File: src/rtl/gfe_pkg.sv
// Shared types, constants and elaboration-time exp helpers for the Gaussian evaluator.
package gfe_pkg;

  // Default number of exp table intervals
  localparam int unsigned EXP_TABLE_DEPTH_DEF = 256;

  // Quotient bits of t = d^2 / (2 * spread); t at or above 2^20 (16.0) gives zero
  localparam int unsigned QUOT_W = 20;
  // Exp fraction: 0 .. 65536 inclusive
  localparam int unsigned EXP_W = 17;
  // Number of series terms used when the table is built
  localparam int unsigned SERIES_TERMS = 20;

  // Spread that replaces a zero or negative spread write, and the divisor it gives
  localparam int unsigned MIN_SPREAD = 66;
  localparam logic [31:0] DENOM_MIN = 32'(2 * MIN_SPREAD);

  // Register indexes
  localparam logic [1:0] REG_AMPLITUDE = 2'd0;
  localparam logic [1:0] REG_CENTER    = 2'd1;
  localparam logic [1:0] REG_SPREAD    = 2'd2;

  // Register reset values (divisor register holds 2 * spread)
  localparam logic [31:0] AMPLITUDE_RESET = 32'h0001_0000;
  localparam logic [31:0] CENTER_RESET    = 32'h0000_0000;
  localparam logic [31:0] DENOM_RESET     = 32'h0002_0000;

  localparam logic [63:0] ONE_Q32 = 64'h0000_0001_0000_0000;

  // Squared distance on its way into the divider
  typedef struct packed {
    logic        valid;
    logic        far;
    logic [63:0] num;
  } div_req_t;

  // Quotient leaving the divider
  typedef struct packed {
    logic              valid;
    logic              far;
    logic [QUOT_W-1:0] quot;
  } div_rsp_t;

  // Exp fraction leaving the interpolator
  typedef struct packed {
    logic             valid;
    logic [EXP_W-1:0] frac;
  } exp_rsp_t;

  // Divide by a small series index
  function automatic logic [63:0] div_small(logic [63:0] x, logic [4:0] k);
    case (k)
      5'd2:    return x / 64'd2;
      5'd3:    return x / 64'd3;
      5'd4:    return x / 64'd4;
      5'd5:    return x / 64'd5;
      5'd6:    return x / 64'd6;
      5'd7:    return x / 64'd7;
      5'd8:    return x / 64'd8;
      5'd9:    return x / 64'd9;
      5'd10:   return x / 64'd10;
      5'd11:   return x / 64'd11;
      5'd12:   return x / 64'd12;
      5'd13:   return x / 64'd13;
      5'd14:   return x / 64'd14;
      5'd15:   return x / 64'd15;
      5'd16:   return x / 64'd16;
      5'd17:   return x / 64'd17;
      5'd18:   return x / 64'd18;
      5'd19:   return x / 64'd19;
      5'd20:   return x / 64'd20;
      default: return x;
    endcase
  endfunction

  // exp(-f / 65536) in Q0.32 from the truncated alternating series
  function automatic logic [63:0] exp_series(logic [63:0] f);
    logic [63:0] s;
    logic [63:0] term;
    s    = ONE_Q32;
    term = ONE_Q32;
    for (int k = 1; k <= SERIES_TERMS; k++) begin
      term = div_small((term * f) >> 16, 5'(k));
      if (k[0]) begin
        s = (s >= term) ? s - term : 64'd0;
      end else begin
        s = s + term;
      end
    end
    if (s > ONE_Q32) begin
      s = ONE_Q32;
    end
    return s;
  endfunction

  // exp(-a) in Q0.32 for a Q16.16 argument from 0 to 16
  function automatic logic [32:0] exp_value(logic [63:0] a);
    logic [63:0] n;
    logic [63:0] f;
    logic [63:0] e1;
    logic [63:0] w;
    logic [63:0] s;
    n = a >> 16;
    f = a & 64'h0000_0000_0000_FFFF;
    if (n > 64'd16) begin
      return '0;
    end
    e1 = exp_series(64'd65536);
    if (e1 >= ONE_Q32) begin
      e1 = ONE_Q32 - 64'd1;
    end
    w = ONE_Q32;
    for (int j = 1; j <= 16; j++) begin
      if (64'(j) <= n) begin
        w = (w * e1) >> 32;
      end
    end
    if (f == 64'd0) begin
      return w[32:0];
    end
    s = exp_series(f);
    if (s >= ONE_Q32) begin
      s = ONE_Q32 - 64'd1;
    end
    w = (w * s) >> 32;
    return w[32:0];
  endfunction

endpackage

File: src/rtl/gfe_div_pipe.sv
// Pipelined restoring divider: one quotient bit per stage.
module gfe_div_pipe (
  input  logic              clk_i,
  input  logic              rst_ni,
  input  logic              advance_i,
  input  logic [31:0]       den_i,
  input  gfe_pkg::div_req_t req_i,
  output gfe_pkg::div_rsp_t rsp_o
);

  localparam int unsigned QW = gfe_pkg::QUOT_W;

  logic          vld_in [QW];
  logic          lrg_in [QW];
  logic [63:0]   rem_in [QW];
  logic [QW-1:0] quo_in [QW];

  logic [63:0]   rem_d  [QW];
  logic [QW-1:0] quo_d  [QW];

  logic          vld_q  [QW];
  logic          lrg_q  [QW];
  logic [63:0]   rem_q  [QW];
  logic [QW-1:0] quo_q  [QW];

  // Chain each stage onto the one before
  always_comb begin
    vld_in[0] = req_i.valid;
    lrg_in[0] = req_i.far;
    rem_in[0] = req_i.num;
    quo_in[0] = '0;
    for (int s = 1; s < QW; s++) begin
      vld_in[s] = vld_q[s-1];
      lrg_in[s] = lrg_q[s-1];
      rem_in[s] = rem_q[s-1];
      quo_in[s] = quo_q[s-1];
    end
  end

  // Try to take the shifted divisor off the partial remainder
  always_comb begin
    logic [63:0] dsh;
    logic        fits;
    for (int s = 0; s < QW; s++) begin
      dsh      = 64'(den_i) << (QW - 1 - s);
      fits     = (rem_in[s] >= dsh);
      rem_d[s] = fits ? rem_in[s] - dsh : rem_in[s];
      quo_d[s] = quo_in[s] | (QW'(fits) << (QW - 1 - s));
    end
  end

  // Advance valid bits
  always_ff @(posedge clk_i or negedge rst_ni) begin
    if (!rst_ni) begin
      for (int s = 0; s < QW; s++) begin
        vld_q[s] <= 1'b0;
      end
    end else if (advance_i) begin
      for (int s = 0; s < QW; s++) begin
        vld_q[s] <= vld_in[s];
      end
    end
  end

  // Advance payload
  always_ff @(posedge clk_i) begin
    if (advance_i) begin
      for (int s = 0; s < QW; s++) begin
        lrg_q[s] <= lrg_in[s];
        rem_q[s] <= rem_d[s];
        quo_q[s] <= quo_d[s];
      end
    end
  end

  assign rsp_o.valid = vld_q[QW-1];
  assign rsp_o.far   = lrg_q[QW-1];
  assign rsp_o.quot  = quo_q[QW-1];

endmodule

File: config.mk
export PLATFORM = sky130hd
export DESIGN_NAME = gfe_div_pipe
export DESIGN_NICKNAME = d
export VERILOG_FILES = /design/src/rtl/gfe_pkg.sv /design/src/rtl/gfe_div_pipe.sv
export SDC_FILE = /design/constraint.sdc
export NUM_CORES = 2
export LEC_CHECK = 0
export BUFFER_PORTS_ARGS = -buffer_cell sky130_fd_sc_hd__buf_2
export CORE_MARGIN = 2
export CORE_UTILIZATION = 60
export CTS_CLUSTER_DIAMETER = 120
export CTS_CLUSTER_SIZE = 28
export DETAILED_ROUTE_END_ITERATION = 10
export GPL_TIMING_DRIVEN = 0
export PLACE_DENSITY_LB_ADDON = 0.2
export SLEW_MARGIN = 20
export SYNTH_ARGS = -nofsm -noshare
export SYNTH_HDL_FRONTEND = slang
export SYNTH_SLANG_ARGS = --single-unit
File: constraint.sdc
create_clock -name clk_i -period 8 [get_ports clk_i]
set_clock_uncertainty 0.2 [all_clocks]
set_input_delay 0.8 -clock clk_i [delete_from_list [all_inputs] [get_ports clk_i]]
set_output_delay 0.8 -clock clk_i [all_outputs]
set_load 0.02 [all_outputs]
==> metrics <==
CP arrival 6620 ps; Int Power 19.5 mW; CTS sink cnt 1466; slew margin rel. 24.2%; Clk pwr share 11.5%; synthesized flop and latch total 1466; Avg Cell Area, Syn 10.2 sq um; global-route wire length before repair 404000 microns; initial antenna violation count 5; post-route ant nets 0; Nets 10200; Initial Utilization 60.4%; gr ovfl total 0; Final Cell Area 100000 sq um; Core Region 156000 sq um; area of the mapped netlist 94400 sq um; first-pass iteration count of the detailed router 6; std cell rows 145; sequential fraction of design power 39.0%; Post-synth EDFFs 1446; area grow syn2layout 6.25%; critical path class in -> reg; Post-synth top cells edfxtp_1 (1446), a21oi_1 (950), nor2_1 (817); status completed; switching power 13.6 mW; Yosys top cell area share 46.0%; Root Driver clkbuf_16; Final Hold Fails 0; clock tree buffer depth 3; minimum clock period 6360 ps; power share of the combinational group 49.5%; total CTS buffers 60; post-DR wirelength/cell 22.9 microns; Ys Warns 0; Slew @ Worst Pin 1110 ps; P_leak 37.3 nW; largest net degree at the start of global routing 156; max incr delay on CP 750 ps; synth top area cells edfxtp_1 (46%), ha_1 (8.5%), xnor2_1 (5.1%), a21oi_1 (5.0%), xor2_1 (3.7%); asr flop ratio synth 1.36%; final setup TNS 0 ps; Crit. End Element flip-flop; endpoints failing setup 0; final WL 265000 microns; RSZ-0062 raised after global routing no; clock-pin slew on the worst setup and hold paths 110 ps; Via density 6.46; critical path's top delay family buffers and inverters; Vias 74800; TritonCTS clock tree yes; Yosys top cell by area edfxtp_1; H-Tree Depth 2; Final Max Slew Viols 0; cell with the most instances after synthesis edfxtp_1; GRT Resource Usage Total 31.9%; syn_nets 10000; Final GP Congestion 0.930; CP Max Fanout 15; Worst Path Buf+Inv 6; sequential fraction of the synthesis area 46.5%; DRT iter0 DRCs 7005; Fmax 157 MHz; DP HPWL 203000 microns; type of the worst min-delay path in -> reg; startpoint type of the worst setup path input port; Final Cycle Share 79.5%; die height 401 microns; utilization after layout 64.2%; Req. time, crit path 8260 ps; die area 160000 sq um; synth unique cells 94; vias in the first global route 71200; VDD IR max 0.197 mV; Top Ports 123; post_cts resized 0; CP most frequent cell a21oi_1; Switching Fraction 41.1%; Max-Cap Viols 0; Pwr per Cell Area 330 nW/um^2; DRC 0; Tot Pwr 33.1 mW; Slowest cell on crit path a211oi_1; filler instances 12600; Clk Latency, worst-skew pair 740 ps; Synth Flop Type edfxtp_1; Post-DP Area 98500 sq um; IO buf count 121; cell chain of the critical path buf_2 -> inv_2 -> buf_16 -> fa_1 -> a21oi_1 -> o21ai_0 -> a21oi_1 -> o21ai_0 -> a211oi_1 -> nor3_1 -> nor3b_2 -> inv_2 -> clkbuf_1 -> clkbuf_1 -> nor2_1 -> a21oi_1; Hold Slack 43.3 ps; gate count after technology mapping 9266; share of layout cells above drive strength 1 4.98%; die width 401 microns
==> final timing paths <==
| check | start | to | slack [ps] | cells past startpoint |
|---|---|---|---|---|
| worst max-delay path | den_i[1] | rem_q[5][45]$_DFFE_PP_ | 1640 | 16 |
| worst min-delay path | req_i[13] | rem_q[0][13]$_DFFE_PP_ | 40 | 1 |
| worst max register to register | rem_q[4][14]$_DFFE_PP_ | rem_q[5][45]$_DFFE_PP_ | 2300 | 16 |
| worst min register to register | quo_q[3][11]$_DFFE_PP_ | quo_q[3][31]$_DFFE_PP_ | 220 | 0 |
| max in group asynchronous | rst_ni | vld_in[9]$_DFFE_PN0P_ | 6930 | 2 |
| min in group asynchronous | rst_ni | vld_in[0]$_DFFE_PN0P_ | 340 | 2 |
==> stage by stage <==
stage	instances	setup slack, ps
final	11600	1640
after global routing	11600	1480
after CTS	11600	1730
after detailed placement	11500	935
after global placement	11400	-15850
after floorplan	9266	3160
==> cell families after synthesis <==
kind of cell               Yosys count  synth area share (%)
and+or+nand+nor                   3013                  15.8
xor gates and xnor gates           945                  8.77
AOI/OAI and AO/OA                 2525                  16.5
DFF                               1466                  46.5
buffers and inverters              543                  2.18
adders and majority gates          659                  8.89
muxes                              115                  1.36
==> flip-flops by register name, indices dropped and copies added (netlist names) <==
| name | count |
|---|---|
| rem_q | 1216 |
| quo_q | 210 |
| lrg_q | 20 |
| vld_in | 19 |
| rsp_o | 1 |
==> layout by cell type (no fill, tap or decap), types with 63 or more instances in the layout <==
cell / synthesis / routed
and3_1: 81 / 81
xor2_1: 398 / 398
edfxtp_1: 1446 / 1446
buf_2: 13 / 133
nand4_1: 174 / 174
a21oi_1: 950 / 950
nor2b_1: 101 / 101
mux2_2: 109 / 109
ha_1: 640 / 640
nand3_1: 191 / 191
nor2_1: 817 / 817
xnor2_1: 547 / 547
a31oi_1: 76 / 76
nor3_1: 179 / 179
nor4_1: 179 / 177
nand2_1: 783 / 783
clkbuf_1: 267 / 288
or4_1: 69 / 69
nand2b_1: 119 / 119
o21a_1: 89 / 89
inv_1: 236 / 205
or3_1: 63 / 63
o21bai_1: 95 / 95
o21ai_0: 520 / 520
a21o_1: 348 / 348
==> worst reg2reg max path, cell delays in order, from the launching register on <==
cell	delay (ps)
edfxtp_1	460
inv_1	90
ha_1	160
inv_1	60
fa_1	390
a21oi_1	210
o21ai_0	120
a21oi_1	370
o21ai_0	330
a211oi_1	750
nor3_1	200
nor3b_2	670
inv_2	220
clkbuf_1	410
clkbuf_1	440
nor2_1	250
a21oi_1	90
==> what timing repair did <==
item	4_1_cts	5_1_grt
buffers inserted	0	0
hold buffers	5	0
hold endpoints to repair	24	0
==> power groups by stage <==
stage	Sequential, mW	Clock (mW)	Combinational (mW)
after global routing	13.1	4.12	18.1
after floorplan	12.3	0	12.3
after CTS	12.9	3.89	16.1
after global placement	13.3	0	15.7
final	12.9	3.80	16.4
after detailed placement	13.0	0	16.0
==> per-layer routing <==
layer | wire length (microns) | global-route usage, % | vias to the layer above
li1 | - | - | 35200
met2 | 125000 | 53.1 | 2816
met1 | 112000 | 42.5 | 36200
met4 | 11600 | 12.6 | 2
met3 | 17300 | 4.26 | 598
met5 | 13 | 0 | -
==> final cells by class <==
cell class / count / area, sq um / share of cell area (%)
clock inverters: 11 / 110 / 0.110
repair buffers: 161 / 1540 / 1.53
flip-flops and latches: 1466 / 43900 / 43.8
well taps: 2058 / 2570 / 2.57
plain buffers: 298 / 1140 / 1.14
diodes: 2 / 5.00 / 0.00499
clock buffers: 83 / 1610 / 1.61
inverters: 245 / 937 / 0.935
multi-input cells: 7257 / 48400 / 48.3
Power figures use the tool's default switching activity.
